`src/design/uer_pkg.sv`:
```
// shared widths, constants and inter-stage types of the echo ranger
`timescale 1ns / 1ps

package uer_pkg;

    localparam int unsigned TickW = 16;
    localparam int unsigned CmW   = 11;
    localparam int unsigned SumW  = 14;
    localparam int unsigned IdxW  = 3;

    localparam logic [CmW-1:0] CmMax = 11'd2047;

    typedef enum logic [1:0] {
        MODE_MIN  = 2'd0,
        MODE_MEAN = 2'd1,
        MODE_MAX  = 2'd2,
        MODE_NONE = 2'd3
    } t_mode;

    typedef struct packed {
        logic [TickW-1:0] trigger_ticks;
        logic [TickW-1:0] settle_ticks;
        logic [TickW-1:0] rise_timeout_ticks;
        logic [TickW-1:0] fall_timeout_ticks;
        logic [TickW-1:0] gap_ticks;
        logic [TickW-1:0] scale_q16;
    } t_cfg;

    // sequencer to scaler
    typedef struct packed {
        logic             trig;
        logic             busy;
        logic             fin;
        logic             take;
        logic             clear;
        t_mode            mode;
        logic [TickW-1:0] width;
    } t_evt;

    // scaler to accumulator
    typedef struct packed {
        logic           trig;
        logic           busy;
        logic           fin;
        logic           take;
        logic           clear;
        t_mode          mode;
        logic [CmW-1:0] cm;
    } t_scl;

    // accumulator to result select
    typedef struct packed {
        logic            trig;
        logic            busy;
        logic            fin;
        logic            mean;
        logic [SumW-1:0] val;
    } t_acc;

endpackage

```
`src/design/uer_seq.sv`:
```
// measurement sequencer: phase, tick counter and sample index, one tick per item
`timescale 1ns / 1ps

module uer_seq #(
    parameter int unsigned SAMPLES = 3
) (
    input  logic          i_clk,
    input  logic          i_rst_n,
    input  uer_pkg::t_cfg i_cfg,
    input  logic          i_valid,
    input  logic          i_start_req,
    input  logic [1:0]    i_mode,
    input  logic          i_echo,
    input  logic          i_next_ready,
    output logic          o_ready,
    output logic          o_valid,
    output uer_pkg::t_evt o_evt
);

    localparam int unsigned IdxCntW = uer_pkg::IdxW + 1;
    localparam int unsigned TickCntW = uer_pkg::TickW + 1;

    typedef enum logic [5:0] {
        PH_IDLE   = 6'b000001,
        PH_TRIG   = 6'b000010,
        PH_SETTLE = 6'b000100,
        PH_RISE   = 6'b001000,
        PH_MEAS   = 6'b010000,
        PH_GAP    = 6'b100000
    } t_phase;

    t_phase                      r_phase, n_phase;
    logic [uer_pkg::TickW-1:0]   r_tick, n_tick;
    logic [uer_pkg::IdxW-1:0]    r_idx, n_idx;
    uer_pkg::t_mode              r_mode, n_mode;
    logic                        r_valid;
    uer_pkg::t_evt               r_evt, n_evt;

    logic [TickCntW-1:0]         tick_inc;
    logic [IdxCntW-1:0]          idx_inc;
    logic                        adv_req, take_req, fire;
    logic [uer_pkg::TickW-1:0]   width;

    assign o_ready  = !r_valid || i_next_ready;
    assign fire     = i_valid && o_ready;
    assign tick_inc = {1'b0, r_tick} + TickCntW'(1);
    assign idx_inc  = {1'b0, r_idx} + IdxCntW'(1);

    always_comb begin
        n_phase  = r_phase;
        n_tick   = r_tick;
        n_idx    = r_idx;
        n_mode   = r_mode;
        adv_req  = 1'b0;
        take_req = 1'b0;
        width    = r_tick;
        n_evt    = '0;

        case (r_phase)
            PH_IDLE: begin
                if (i_start_req) begin
                    n_mode      = uer_pkg::t_mode'(i_mode);
                    n_idx       = '0;
                    n_evt.clear = 1'b1;
                    n_phase     = PH_TRIG;
                    n_tick      = '0;
                end
            end
            PH_TRIG: begin
                n_evt.trig = 1'b1;
                n_tick     = tick_inc[uer_pkg::TickW-1:0];
                if (tick_inc >= {1'b0, i_cfg.trigger_ticks}) begin
                    n_tick  = '0;
                    n_phase = (i_cfg.settle_ticks == '0) ? PH_RISE : PH_SETTLE;
                end
            end
            PH_SETTLE: begin
                n_tick = tick_inc[uer_pkg::TickW-1:0];
                if (tick_inc >= {1'b0, i_cfg.settle_ticks}) begin
                    n_tick  = '0;
                    n_phase = PH_RISE;
                end
            end
            PH_RISE: begin
                if (i_echo) begin
                    n_tick  = '0;
                    n_phase = PH_MEAS;
                end else begin
                    n_tick = tick_inc[uer_pkg::TickW-1:0];
                    if (tick_inc >= {1'b0, i_cfg.rise_timeout_ticks}) begin
                        adv_req = 1'b1;
                    end
                end
            end
            PH_MEAS: begin
                if (!i_echo) begin
                    take_req = 1'b1;
                end else begin
                    n_tick = tick_inc[uer_pkg::TickW-1:0];
                    if (tick_inc >= {1'b0, i_cfg.fall_timeout_ticks}) begin
                        take_req = 1'b1;
                        width    = tick_inc[uer_pkg::TickW-1:0];
                    end
                end
            end
            PH_GAP: begin
                n_tick = tick_inc[uer_pkg::TickW-1:0];
                if (tick_inc >= {1'b0, i_cfg.gap_ticks}) begin
                    adv_req = 1'b1;
                end
            end
            default: begin
                n_phase = PH_IDLE;
                n_tick  = '0;
            end
        endcase

        // zero width skips the sample, otherwise it is taken and a gap follows unless gap_ticks is zero
        if (take_req) begin
            if (width == '0) begin
                adv_req = 1'b1;
            end else begin
                n_evt.take = 1'b1;
                if (i_cfg.gap_ticks == '0) begin
                    adv_req = 1'b1;
                end else begin
                    n_phase = PH_GAP;
                    n_tick  = '0;
                end
            end
        end

        if (adv_req) begin
            if (idx_inc >= IdxCntW'(SAMPLES)) begin
                n_phase   = PH_IDLE;
                n_tick    = '0;
                n_evt.fin = 1'b1;
            end else begin
                n_idx   = idx_inc[uer_pkg::IdxW-1:0];
                n_phase = PH_TRIG;
                n_tick  = '0;
            end
        end

        n_evt.busy  = (n_phase != PH_IDLE);
        n_evt.mode  = n_mode;
        n_evt.width = width;
    end

    always_ff @(posedge i_clk) begin
        if (!i_rst_n) begin
            r_phase <= PH_IDLE;
            r_tick  <= '0;
            r_idx   <= '0;
            r_mode  <= uer_pkg::MODE_MIN;
            r_valid <= 1'b0;
        end else begin
            if (o_ready) begin
                r_valid <= i_valid;
            end
            if (fire) begin
                r_phase <= n_phase;
                r_tick  <= n_tick;
                r_idx   <= n_idx;
                r_mode  <= n_mode;
            end
        end
    end

    always_ff @(posedge i_clk) begin
        if (fire) begin
            r_evt <= n_evt;
        end
    end

    assign o_valid = r_valid;
    assign o_evt   = r_evt;

`ifndef SYNTH
    a_idx_range: assert property (@(posedge i_clk) disable iff (!i_rst_n)
        {1'b0, r_idx} < IdxCntW'(SAMPLES))
        else $error("sample index beyond sample count");

    a_fin_idle: assert property (@(posedge i_clk) disable iff (!i_rst_n)
        r_valid && r_evt.fin |-> !r_evt.busy)
        else $error("run end while still busy");

    a_clear_start: assert property (@(posedge i_clk) disable iff (!i_rst_n)
        r_valid && r_evt.clear |-> r_evt.busy && !r_evt.trig && !r_evt.fin)
        else $error("accumulator clear outside a run start");
`endif

endmodule

```
`src/design/uer_accum.sv`:
```
// width to centimetre scaling stage, then min, max and sum accumulation stage
`timescale 1ns / 1ps

module uer_accum (
    input  logic          i_clk,
    input  logic          i_rst_n,
    input  uer_pkg::t_cfg i_cfg,
    input  logic          i_valid,
    input  uer_pkg::t_evt i_evt,
    input  logic          i_next_ready,
    output logic          o_ready,
    output logic          o_valid,
    output uer_pkg::t_acc o_acc
);

    localparam int unsigned ProdW = 2 * uer_pkg::TickW;

    logic                       r_v2, r_v3;
    uer_pkg::t_scl              r_scl, n_scl;
    uer_pkg::t_acc              r_acc, n_acc;
    logic [uer_pkg::CmW-1:0]    r_min, r_max, n_min, n_max;
    logic [uer_pkg::SumW-1:0]   r_sum, n_sum;

    logic [ProdW-1:0]           prod;
    logic [uer_pkg::TickW-1:0]  prod_hi;
    logic                       ready3, fire2, fire3;
    logic [uer_pkg::CmW-1:0]    mn0, mx0;
    logic                       reload;

    assign ready3  = !r_v3 || i_next_ready;
    assign o_ready = !r_v2 || ready3;
    assign fire2   = i_valid && o_ready;
    assign fire3   = r_v2 && ready3;

    // q0.16 scale, truncated, saturated
    assign prod    = i_evt.width * i_cfg.scale_q16;
    assign prod_hi = prod[ProdW-1:uer_pkg::TickW];

    always_comb begin
        n_scl.trig  = i_evt.trig;
        n_scl.busy  = i_evt.busy;
        n_scl.fin   = i_evt.fin;
        n_scl.take  = i_evt.take;
        n_scl.clear = i_evt.clear;
        n_scl.mode  = i_evt.mode;
        n_scl.cm    = (prod_hi > uer_pkg::TickW'(uer_pkg::CmMax)) ?
                      uer_pkg::CmMax : prod_hi[uer_pkg::CmW-1:0];
    end

    // an empty min or max reloads both from the sample
    assign reload = (r_min == '0) || (r_max == '0);
    assign mn0    = reload ? r_scl.cm : r_min;
    assign mx0    = reload ? r_scl.cm : r_max;

    always_comb begin
        n_min = r_min;
        n_max = r_max;
        n_sum = r_sum;
        if (r_scl.clear) begin
            n_min = '0;
            n_max = '0;
            n_sum = '0;
        end else if (r_scl.take) begin
            n_min = (r_scl.cm < mn0) ? r_scl.cm : mn0;
            n_max = (r_scl.cm > mx0) ? r_scl.cm : mx0;
            n_sum = r_sum + uer_pkg::SumW'(r_scl.cm);
        end

        n_acc.trig = r_scl.trig;
        n_acc.busy = r_scl.busy;
        n_acc.fin  = r_scl.fin;
        n_acc.mean = 1'b0;
        n_acc.val  = '0;
        if (r_scl.fin) begin
            case (r_scl.mode)
                uer_pkg::MODE_MIN:  n_acc.val = uer_pkg::SumW'(n_min);
                uer_pkg::MODE_MEAN: begin
                    n_acc.val  = n_sum;
                    n_acc.mean = 1'b1;
                end
                uer_pkg::MODE_MAX:  n_acc.val = uer_pkg::SumW'(n_max);
                default:            n_acc.val = '0;
            endcase
        end
    end

    always_ff @(posedge i_clk) begin
        if (!i_rst_n) begin
            r_v2  <= 1'b0;
            r_v3  <= 1'b0;
            r_min <= '0;
            r_max <= '0;
            r_sum <= '0;
        end else begin
            if (o_ready) begin
                r_v2 <= i_valid;
            end
            if (ready3) begin
                r_v3 <= r_v2;
            end
            if (fire3) begin
                r_min <= n_min;
                r_max <= n_max;
                r_sum <= n_sum;
            end
        end
    end

    always_ff @(posedge i_clk) begin
        if (fire2) begin
            r_scl <= n_scl;
        end
        if (fire3) begin
            r_acc <= n_acc;
        end
    end

    assign o_valid = r_v3;
    assign o_acc   = r_acc;

`ifndef SYNTH
    a_min_le_max: assert property (@(posedge i_clk) disable iff (!i_rst_n)
        r_min <= r_max)
        else $error("minimum above maximum");
`endif

endmodule

```
`src/design/uer_select.sv`:
```
// mean by reciprocal multiply, saturation and the output register
`timescale 1ns / 1ps

module uer_select #(
    parameter int unsigned SAMPLES = 3
) (
    input  logic                     i_clk,
    input  logic                     i_rst_n,
    input  logic                     i_valid,
    input  uer_pkg::t_acc            i_acc,
    input  logic                     i_m_tready,
    output logic                     o_ready,
    output logic                     o_valid,
    output logic                     o_trigger,
    output logic                     o_busy_res,
    output logic                     o_done_res,
    output logic [uer_pkg::CmW-1:0]  o_distance_cm
);

    localparam int unsigned DivShift = uer_pkg::SumW + $clog2(SAMPLES);
    localparam int unsigned RecipW   = DivShift + 1;
    localparam int unsigned QuoW     = uer_pkg::SumW + RecipW;
    localparam logic [RecipW-1:0] Recip = RecipW'((2 ** DivShift + SAMPLES - 1) / SAMPLES);

    logic                      r_vo, r_trig, r_busy, r_done;
    logic [uer_pkg::CmW-1:0]   r_dist, n_dist;
    logic [QuoW-1:0]           quo_full;
    logic [uer_pkg::SumW-1:0]  quo, sel;
    logic                      fire;

    assign o_ready  = !r_vo || i_m_tready;
    assign fire     = i_valid && o_ready;

    // exact floor division for any numerator of the sum width
    assign quo_full = i_acc.val * Recip;
    assign quo      = quo_full[DivShift +: uer_pkg::SumW];
    assign sel      = i_acc.mean ? quo : i_acc.val;
    assign n_dist   = (sel > uer_pkg::SumW'(uer_pkg::CmMax)) ?
                      uer_pkg::CmMax : sel[uer_pkg::CmW-1:0];

    always_ff @(posedge i_clk) begin
        if (!i_rst_n) begin
            r_vo <= 1'b0;
        end else if (o_ready) begin
            r_vo <= i_valid;
        end
    end

    always_ff @(posedge i_clk) begin
        if (fire) begin
            r_trig <= i_acc.trig;
            r_busy <= i_acc.busy;
            r_done <= i_acc.fin;
            r_dist <= n_dist;
        end
    end

    assign o_valid       = r_vo;
    assign o_trigger     = r_trig;
    assign o_busy_res    = r_busy;
    assign o_done_res    = r_done;
    assign o_distance_cm = r_dist;

`ifndef SYNTH
    a_dist_only_done: assert property (@(posedge i_clk) disable iff (!i_rst_n)
        r_vo && !r_done |-> r_dist == '0)
        else $error("distance outside the done item");

    a_done_not_busy: assert property (@(posedge i_clk) disable iff (!i_rst_n)
        r_vo && r_done |-> !r_busy && !r_trig)
        else $error("done item still busy");
`endif

endmodule

```
`src/design/ultrasonic_echo_ranger_unit.sv`:
```
// top level of the ultrasonic echo ranger: ports, config registers, input register
`timescale 1ns / 1ps

// usage
//   every item on the slave stream is one microsecond tick: start request, mode
//   and sampled echo level; every accepted item yields exactly one item on the
//   master stream with the trigger level, busy flag, done flag (tlast) and distance
//   a start in idle runs SAMPLES trigger/echo measurements and reports min, mean or
//   max in centimetres on the done item, distance is zero on all other items
// timing
//   one item per cycle sustained while the master side accepts; the result of an item
//   passes through the five register stages on its way to the master side: input
//   register, sequencer, width scaling multiply, accumulator, mean divide/output
// reset
//   synchronous, active low; empties the pipeline, sequencer goes idle, the
//   accumulators clear and the timing registers return to their defaults
// stall
//   a stalled master side holds the output item; free stages keep accepting until
//   the pipeline is full, then s_tready drops; nothing is lost or repeated
// config
//   apb writes at byte address 4*index; the user must write only while the block is idle, the block does not enforce it

module ultrasonic_echo_ranger_unit #(
    parameter int unsigned SAMPLES = 3
) (
    input  logic        i_clk,
    input  logic        i_rst_n,

    input  logic        s_tvalid,
    output logic        s_tready,
    input  logic [7:0]  s_tdata,    // [0] start_req, [2:1] mode, [3] echo, [7:4] zero

    output logic        m_tvalid,
    input  logic        m_tready,
    output logic [15:0] m_tdata,    // [0] trigger, [1] busy_res, [12:2] distance_cm, [15:13] zero
    output logic        m_tlast,    // done_res

    input  logic        psel,
    input  logic        penable,
    input  logic        pwrite,
    input  logic [4:0]  paddr,
    input  logic [31:0] pwdata,
    output logic [31:0] prdata,
    output logic        pready
);

    typedef enum logic [2:0] {
        REG_TRIGGER = 3'd0,
        REG_SETTLE  = 3'd1,
        REG_RISE    = 3'd2,
        REG_FALL    = 3'd3,
        REG_GAP     = 3'd4,
        REG_SCALE   = 3'd5
    } t_reg_idx;

    uer_pkg::t_cfg              r_cfg;
    logic [15:0]                rd_val;
    logic                       cfg_wr;
    t_reg_idx                   reg_idx;

    // input register
    logic                       r_v0, r_start, r_echo;
    logic [1:0]                 r_mode;

    logic                       seq_ready, seq_valid;
    uer_pkg::t_evt              seq_evt;
    logic                       acc_ready, acc_valid;
    uer_pkg::t_acc              acc_res;
    logic                       sel_ready;
    logic                       out_trig, out_busy, out_done;
    logic [uer_pkg::CmW-1:0]    out_dist;

    // configuration port, write on the access cycle
    assign pready  = 1'b1;
    assign cfg_wr  = psel && penable && pwrite && pready;
    assign reg_idx = t_reg_idx'(paddr[4:2]);

    always_ff @(posedge i_clk) begin
        if (!i_rst_n) begin
            r_cfg.trigger_ticks      <= 16'd10;
            r_cfg.settle_ticks       <= 16'd400;
            r_cfg.rise_timeout_ticks <= 16'd2000;
            r_cfg.fall_timeout_ticks <= 16'd20000;
            r_cfg.gap_ticks          <= 16'd50000;
            r_cfg.scale_q16          <= 16'd1124;
        end else if (cfg_wr) begin
            case (reg_idx)
                REG_TRIGGER: r_cfg.trigger_ticks      <= pwdata[15:0];
                REG_SETTLE:  r_cfg.settle_ticks       <= pwdata[15:0];
                REG_RISE:    r_cfg.rise_timeout_ticks <= pwdata[15:0];
                REG_FALL:    r_cfg.fall_timeout_ticks <= pwdata[15:0];
                REG_GAP:     r_cfg.gap_ticks          <= pwdata[15:0];
                REG_SCALE:   r_cfg.scale_q16          <= pwdata[15:0];
                default: ;  // unmapped addresses ignore writes
            endcase
        end
    end

    always_comb begin
        case (reg_idx)
            REG_TRIGGER: rd_val = r_cfg.trigger_ticks;
            REG_SETTLE:  rd_val = r_cfg.settle_ticks;
            REG_RISE:    rd_val = r_cfg.rise_timeout_ticks;
            REG_FALL:    rd_val = r_cfg.fall_timeout_ticks;
            REG_GAP:     rd_val = r_cfg.gap_ticks;
            REG_SCALE:   rd_val = r_cfg.scale_q16;
            default:     rd_val = '0;
        endcase
    end

    assign prdata = {16'd0, rd_val};

    // input register, refills whenever the sequencer takes its item
    assign s_tready = !r_v0 || seq_ready;

    always_ff @(posedge i_clk) begin
        if (!i_rst_n) begin
            r_v0 <= 1'b0;
        end else if (s_tready) begin
            r_v0 <= s_tvalid;
        end
    end

    always_ff @(posedge i_clk) begin
        if (s_tvalid && s_tready) begin
            r_start <= s_tdata[0];
            r_mode  <= s_tdata[2:1];
            r_echo  <= s_tdata[3];
        end
    end

    uer_seq #(
        .SAMPLES(SAMPLES)
    ) u_seq (
        .i_clk       (i_clk),
        .i_rst_n     (i_rst_n),
        .i_cfg       (r_cfg),
        .i_valid     (r_v0),
        .i_start_req (r_start),
        .i_mode      (r_mode),
        .i_echo      (r_echo),
        .i_next_ready(acc_ready),
        .o_ready     (seq_ready),
        .o_valid     (seq_valid),
        .o_evt       (seq_evt)
    );

    uer_accum u_accum (
        .i_clk       (i_clk),
        .i_rst_n     (i_rst_n),
        .i_cfg       (r_cfg),
        .i_valid     (seq_valid),
        .i_evt       (seq_evt),
        .i_next_ready(sel_ready),
        .o_ready     (acc_ready),
        .o_valid     (acc_valid),
        .o_acc       (acc_res)
    );

    uer_select #(
        .SAMPLES(SAMPLES)
    ) u_select (
        .i_clk        (i_clk),
        .i_rst_n      (i_rst_n),
        .i_valid      (acc_valid),
        .i_acc        (acc_res),
        .i_m_tready   (m_tready),
        .o_ready      (sel_ready),
        .o_valid      (m_tvalid),
        .o_trigger    (out_trig),
        .o_busy_res   (out_busy),
        .o_done_res   (out_done),
        .o_distance_cm(out_dist)
    );

    assign m_tdata = {3'd0, out_dist, out_busy, out_trig};
    assign m_tlast = out_done;

endmodule
```
`config.mk`:
```
export PLATFORM = sky130hd
export DESIGN_NAME = ultrasonic_echo_ranger_unit
export DESIGN_NICKNAME = d
export VERILOG_FILES = /design/src/design/uer_pkg.sv /design/src/design/uer_seq.sv /design/src/design/uer_accum.sv /design/src/design/uer_select.sv /design/src/design/ultrasonic_echo_ranger_unit.sv
export SDC_FILE = /design/constraint.sdc
export NUM_CORES = 1
export LEC_CHECK = 0
export ABC_AREA = 1
export BUFFER_PORTS_ARGS = -buffer_cell sky130_fd_sc_hd__buf_4
export CORE_MARGIN = 1.5
export CORE_UTILIZATION = 47
export DETAILED_ROUTE_END_ITERATION = 8
export GPL_TIMING_DRIVEN = 0
export PLACE_DENSITY = 0.66
export SLEW_MARGIN = 10
export SYNTH_ARGS = -nofsm -noshare
export SYNTH_HDL_FRONTEND = slang
export SYNTH_SLANG_ARGS = --single-unit
export TNS_END_PERCENT = 50
```
`constraint.sdc`:
```
create_clock -name i_clk -period 6.35 [get_ports i_clk]
set_input_delay 1.27 -clock i_clk [delete_from_list [all_inputs] [get_ports i_clk]]
set_output_delay 1.27 -clock i_clk [all_outputs]
set_load 0.03 [all_outputs]
```
; ---- Word level (Yosys, flattened, before mapping)
; Cells that the tools add are included.
[totals]
inputBits = 52
ff_bits = 241
out_inout_bits = 52
wordCells = 163
[op_classes]
n_eq_ne = 14
n_addsub = 3
magnitude_cmp = 10
n_reduce_logical = 32
n_mul = 2
mux = 58
[op_table]
columns = operator, count
row1 = two-way mux 16 bit, 12
row2 = case mux 16 bit (6 select lines), 2
row3 = two-way mux 11 bit, 8
row4 = >= comparator 17 x 16 -> 1 bit, 5
row5 = zero test 16 bit, 3
row6 = two-way mux 6 bit, 8
row7 = two-way mux 14 bit, 3
row8 = case mux 14 bit (3 select lines), 1
row9 = multiplier 16 x 16 -> 32 bit, 1
row10 = case mux 6 bit (5 select lines), 1
row11 = "multiplier 14 x 14 -> 28 bit, second input constant", 1
row12 = zero test 11 bit, 2
row13 = "adder 16 x 1 -> 17 bit, second input constant", 1
row14 = "greater-than comparator 16 x 11 -> 1 bit, second input constant", 1
row15 = adder 14 x 11 -> 14 bit, 1
row16 = "greater-than comparator 14 x 11 -> 1 bit, second input constant", 1
row17 = two-way mux 1 bit, 14
row18 = two-way mux 3 bit, 4
row19 = AND reduction 2 bit, 6
row20 = greater-than comparator 11 bit, 1
row21 = < comparator 11 bit, 1
row22 = logical AND 1 bit, 7
row23 = "equality test 3 x 2 -> 1 bit, second input constant", 2
row24 = "equality test 3 bit, second input constant", 2
row25 = other kinds (20), 31

; ---- Logic depth before layout (Yosys ltp)
[logic_depth]
depth_word = 10
mapped_depth = 30
ltp_nobuf = 28

; ---- By module
; From an unflattened synthesis, not the netlist that was laid out.
[hier_totals]
cells_unflattened = 4193
hier_area_um2 = 29504.5
[by_module_without_submodules]
columns = mod, cells_each, seq_area_each_um2, instances, area_each_um2
row1 = uer_accum, 1913, 1841.8, 1, 13849.5
row2 = uer_seq, 836, 1251.2, 1, 5611.6
row3 = ultrasonic_echo_ranger_unit, 767, 2062.0, 1, 5074.9
row4 = uer_select, 677, 440.4, 1, 4968.5

; ---- Least setup slack after synthesis
; No wires, ideal clock.
[synth_timing]
path_kind = flip-flop to flip-flop
startpoint = register r_cfg[7] in the netlist's numbering
endpoint = register u_accum.r_scl[10] in the netlist's numbering, data pin
path_slack_ns = 0.334
arrival_time_ns = 5.738
t_required_ns = 6.072
stages_incl_launch_ff = 28
setup_time_ns = 0.278
path_buffers = 3
synth_period_minus_slack_ns = 6.016
cell_sequence = dfxtp_1 > clkbuf_1 > clkbuf_1 > nand2_1 > fa_1 > inv_1 > fa_1 > inv_1 > fa_1 > inv_1 > fa_1 > fa_1 > inv_1 > fa_1 > inv_1 > ha_1 > a21oi_1 > o21a_1 > inv_1 > a21oi_1 > inv_1 > a221oi_1 > nand2_1 > xor2_1 > inv_1 > nor2_1 > buf_2 > nand4_1
[synth_via]
elab_chain_cells = 2
[synth_rtl]
columns = item, line
row1 = from (decl), ultrasonic_echo_ranger_unit.sv:56  ; uer_pkg::t_cfg r_cfg;
row2 = multiplier 16 x 16 -> 32 bit (*), uer_accum.sv:36  ; assign prod = i_evt.width * i_cfg.scale_q16;
row3 = greater-than comparator 16 x 11 -> 1 bit, uer_accum.sv:46  ; n_scl.cm = (prod_hi > uer_pkg::TickW'(uer_pkg::CmMax)) ?
row4 = to (signal assigned), uer_accum.sv:111  ; r_scl <= n_scl;
row5 = to (decl), uer_accum.sv:19  ; uer_pkg::t_scl r_scl, n_scl;
; Every way passes the cells marked *; elsewhere a longest branch is shown, timed or not.
; A chain may end at the register's enable or synchronous reset.

; ---- Final worst setup path
[layout_timing]
startpoint = register u_seq.r_evt, in the netlist u_seq.o_evt[6]
endpoint = register u_accum.r_scl[3] in the netlist's numbering, data pin
[layout_via]
elab_chain_cells = 2
[layout_rtl]
columns = item, line
row1 = from (decl), uer_seq.sv:37  ; uer_pkg::t_evt r_evt, n_evt;
row2 = from (signal assigned), uer_seq.sv:172  ; r_evt <= n_evt;
row3 = multiplier 16 x 16 -> 32 bit (*), uer_accum.sv:36
row4 = greater-than comparator 16 x 11 -> 1 bit, uer_accum.sv:46
; Marked as above.

==> impl_summary.md <==
Flow run
Across the run, the number of max-cap violations was 0.

Clocking
TritonCTS built the clock tree. Clock tree synthesis found a total of 241 sinks. The clock passes through at most 3 buffers. Hold repair after CTS inserted 0 buffers. The root buffer cell chosen for the clock tree is clkbuf_16. The register clock-pin slew on the reported worst setup and hold paths is 0.06 ns. In this run the number of H-tree levels came out at 1. Clock latency on the worst-skew pair, taken at its later pin, is 0.58 ns.

In this run, CTS created clock tree buffers numbering 29.

Pwr
In this run the power density over the cells is 185 nW/um^2. The completed layout was analyzed and its total power is 5500 uW. Summed over all cells, the static leakage comes to 0.0151 uW. The largest voltage drop on the vdd net is 0.197 mV.

Layout
The final cell area excluding filler cells is 29700 um^2. After filler insertion, the fill cell instance count of the layout stands at 5340. In the layout the commonest cells are nand2_1, inv_1, ha_1, a21oi_1, o21ai_0. At the end of the flow the core is filled with cells to 53.7%. The most frequent standard cell in the layout excluding fill and tap cells is nand2_1. At the end of the flow, the number of nets in the layout was 4229. The register cell area after layout is 5630 um^2. Summing all multi-input logic gate instances after layout gives 18000 um^2.

The post-route netlist has 8.95% of its cells at a drive strength greater than 1. The synthesis-to-finish area growth is 12.1%. The number of antenna cells inserted is 0.

STA
The max-slew violation total from the final report is 0. The total of endpoints with negative setup slack in the final report is 0. The setup skew after layout is 0.0259 ns. Measured against its own limit, the worst slew margin works out to 8.23%.

In the finished design, the share of the clock period the worst path needs comes to 98.8%. The tightest hold margin is 0.414 ns. Derived from the worst setup path, the maximum achievable clock frequency is 159 MHz. Setup repair after global routing could not meet its margin everywhere. Summed over all failing endpoints, the final setup total negative slack is 0 ns. For the pin with the worst max-slew slack, the measured transition is 1.37 ns.

The final hold violation count was 0. The shortest period the worst path allows is 6.28 ns.

Synth
The simple-gate portion of the synthesized area is 17.9%. The number of enable-type register cells in the synthesized netlist is 77. The adder-cell share of the synthesized area is 33.5%.

The fraction of synthesized area in multiplexers is 0%. The average instance area after synthesis is 7.59 um^2. The synthesized-area fraction occupied by ao, oa, aoi and oai cells is 13.6%. Synthesis instantiated 56 different standard cells from the library. The synthesized design contains 241 register bits. The async set or reset register ratio after synthesis is 0%.

The most used flip-flop cell after synthesis is dfxtp_1. The count of yosys warnings during synthesis is 0. The post-synthesis instance area is 26500 um^2. The synthesized instance count is 3495. Summing the sequential cell areas from Yosys gives 21.1% of the chip area.

The combinational family with the most area after synthesis is adder cells. Of the total synthesized cell area, the portion taken by XOR and XNOR cells is 1.42%.

Routing
The detail route stage leaves a number of antenna-violating nets equal to 0. Wires add up to 84500 um. Before antenna repair, the detailed router went through 6 iterations.

In this run, the number of DRC markers left after iteration 0 of detailed routing was 2207. The average wire per cell in the routed design is 19.2 um. The remaining routing DRC violations is 0. The average via count per standard cell is 5.48. The routed via count is 24100.

Floorplan
Once the floorplan was initialized, standard cells occupied 47.9% of the core. The floorplan die height is 241 um. In this run the horizontal extent of the chip is 241 um. During I/O placement, the number of pins put on the boundary was 104. The cell row count is 86. After floorplanning, the core was sized to cover 55400 um^2. The overall die area is 57900 um^2.

Outcome
The run finished with clean final reports.

Critical path
STA classifies the critical path endpoint as a register. STA classifies the critical path startpoint as a register. Data arrives at the worst endpoint at 6.52 ns. Of all nets on the critical path, the largest fanout is 6. The worst setup path is of the reg2reg kind.

The data required time of the worst path is 6.60 ns. The slack of the worst reg-to-reg path is 0.07 ns.

GRT
The number of global-route vias before repair is 23400. The largest net degree at the start of global routing is 33. The overall global routing resource usage is 29.6%. The number of antenna violations at the first check in global routing is 0. Global routing finished with a remaining overflow of 0. The first-pass GRT wire length is 131000 um.

Placed design
The number of port buffers is 60. At the end of routability-driven placement, the weighted congestion stood at 1.03. Summing all placed instances gives a cell area of 28000 um^2. The half-perimeter wire length after placement is 65600 um.

Min path
The path type of the worst min-delay path is reg2reg.
kinds of logic after synthesis:
kind of cell             after synthesis
AO/OA/AOI/OAI                        657
XOR/XNOR                              43
adder cells (fa/ha/maj)              559
buffers and inverters                853
flip-flops                           241
other                                  2
AND/OR/NAND/NOR                     1140
worst max-delay path, stage by stage (launching register included):
cell and delay (ns):
edfxtp_1 0.50, clkbuf_8 0.19, buf_6 0.11, nand2_1 0.07, fa_1 0.53, inv_1 0.05
fa_1 0.48, fa_1 0.54, fa_1 0.51, fa_1 0.49, inv_1 0.05, fa_1 0.49
inv_2 0.05, ha_4 0.26, a21oi_4 0.16, o21a_1 0.15, inv_2 0.05, a21oi_2 0.17
inv_1 0.07, a221oi_2 0.20, nand2_1 0.09, xor2_1 0.14, inv_1 0.09, nor2_4 0.17
buf_6 0.13, nand4_1 0.21
Yosys cell counts, types with 10 or more instances:
cell,number,area (um^2)
a21oi_1,271,1360
a221oi_1,15,131
a31oi_1,15,93.8
buf_4,23,173
clkbuf_1,128,480
dfxtp_1,164,3280
edfxtp_1,77,2310
fa_1,251,5020
ha_1,308,3850
inv_1,676,2540
nand2_1,702,2640
nand3_1,87,435
nand4_1,43,269
nor2_1,232,871
nor3_1,16,80.1
nor4_1,21,131
o211ai_1,32,240
o21ai_0,263,1320
o221ai_1,11,96.3
o22ai_1,10,62.6
or2_2,10,62.6
xnor2_1,15,131
xor2_1,28,245
state kept, by name, summed over array words and instances (netlist names), 2 cells and up:
register / flops
r_cfg: 96
u_seq.o_evt: 23
u_accum.o_acc: 18
u_seq.r_tick: 16
u_accum.r_scl: 15
u_accum.r_sum: 14
u_accum.r_max: 11
u_accum.r_min: 11
u_select.o_distance_cm: 11
u_seq.r_phase: 6
u_accum.n_acc: 3
u_seq.r_idx: 3
r_mode: 2
u_seq.r_mode: 2
metal layers:
layer / part of all wire, % / track usage, % / up-vias
met4: 4.4 / 11.7 / 0
met1: 41 / 39.5 / 11400
met2: 46 / 48.4 / 1088
met5: 0 / 0 / -
li1: - / - / 11400
met3: 8.5 / 4.56 / 233
path summary, 6_finish.rpt:
kind	startpoint	endpoint	depth (start not counted)
worst max register to register	u_seq.o_evt[6]$_DFFE_PP_	u_accum.r_scl[3]$_SDFFCE_PN1P_	25
worst max-delay path	u_seq.o_evt[6]$_DFFE_PP_	u_accum.r_scl[3]$_SDFFCE_PN1P_	25
worst min-delay path	u_seq.o_evt[16]$_DFFE_PP_	u_accum.r_scl[11]$_DFFE_PP_	0
worst min register to register	u_seq.o_evt[16]$_DFFE_PP_	u_accum.r_scl[11]$_DFFE_PP_	0
layout make-up:
class	instances	share of cell area, %
clock buffers	41	2.93
multi-input cells	2419	60.4
flip-flops and latches	241	18.9
inverters	684	8.64
plain buffers	139	2.78
clock inverters	13	0.417
repair buffers	104	2.75
well taps	748	3.15
where the power goes:
| part | switching [uW] | internal, uW |
|---|---|---|
| Combinational | 1340 | 743 |
| Sequential | 55.5 | 1650 |
| Clock | 716 | 1000 |
| Total | 2110 | 3390 |
what timing repair did:
action	in CTS	in global routing
pin swaps	9	32
endpoints found under the setup margin	11	12
gates cloned	0	2
setup buffers	28	14
resized for setup	102	80
through the flow:
stage | setup WS (ns) | std cells
after floorplan | 0.334 | 3513
after global placement | -1.07 | 4321
after detailed placement | -1.10 | 4321
after CTS | -0.00147 | 4374
after global routing | -0.0924 | 4389
final | 0.0749 | 4389
Power figures use the tool's default switching activity.
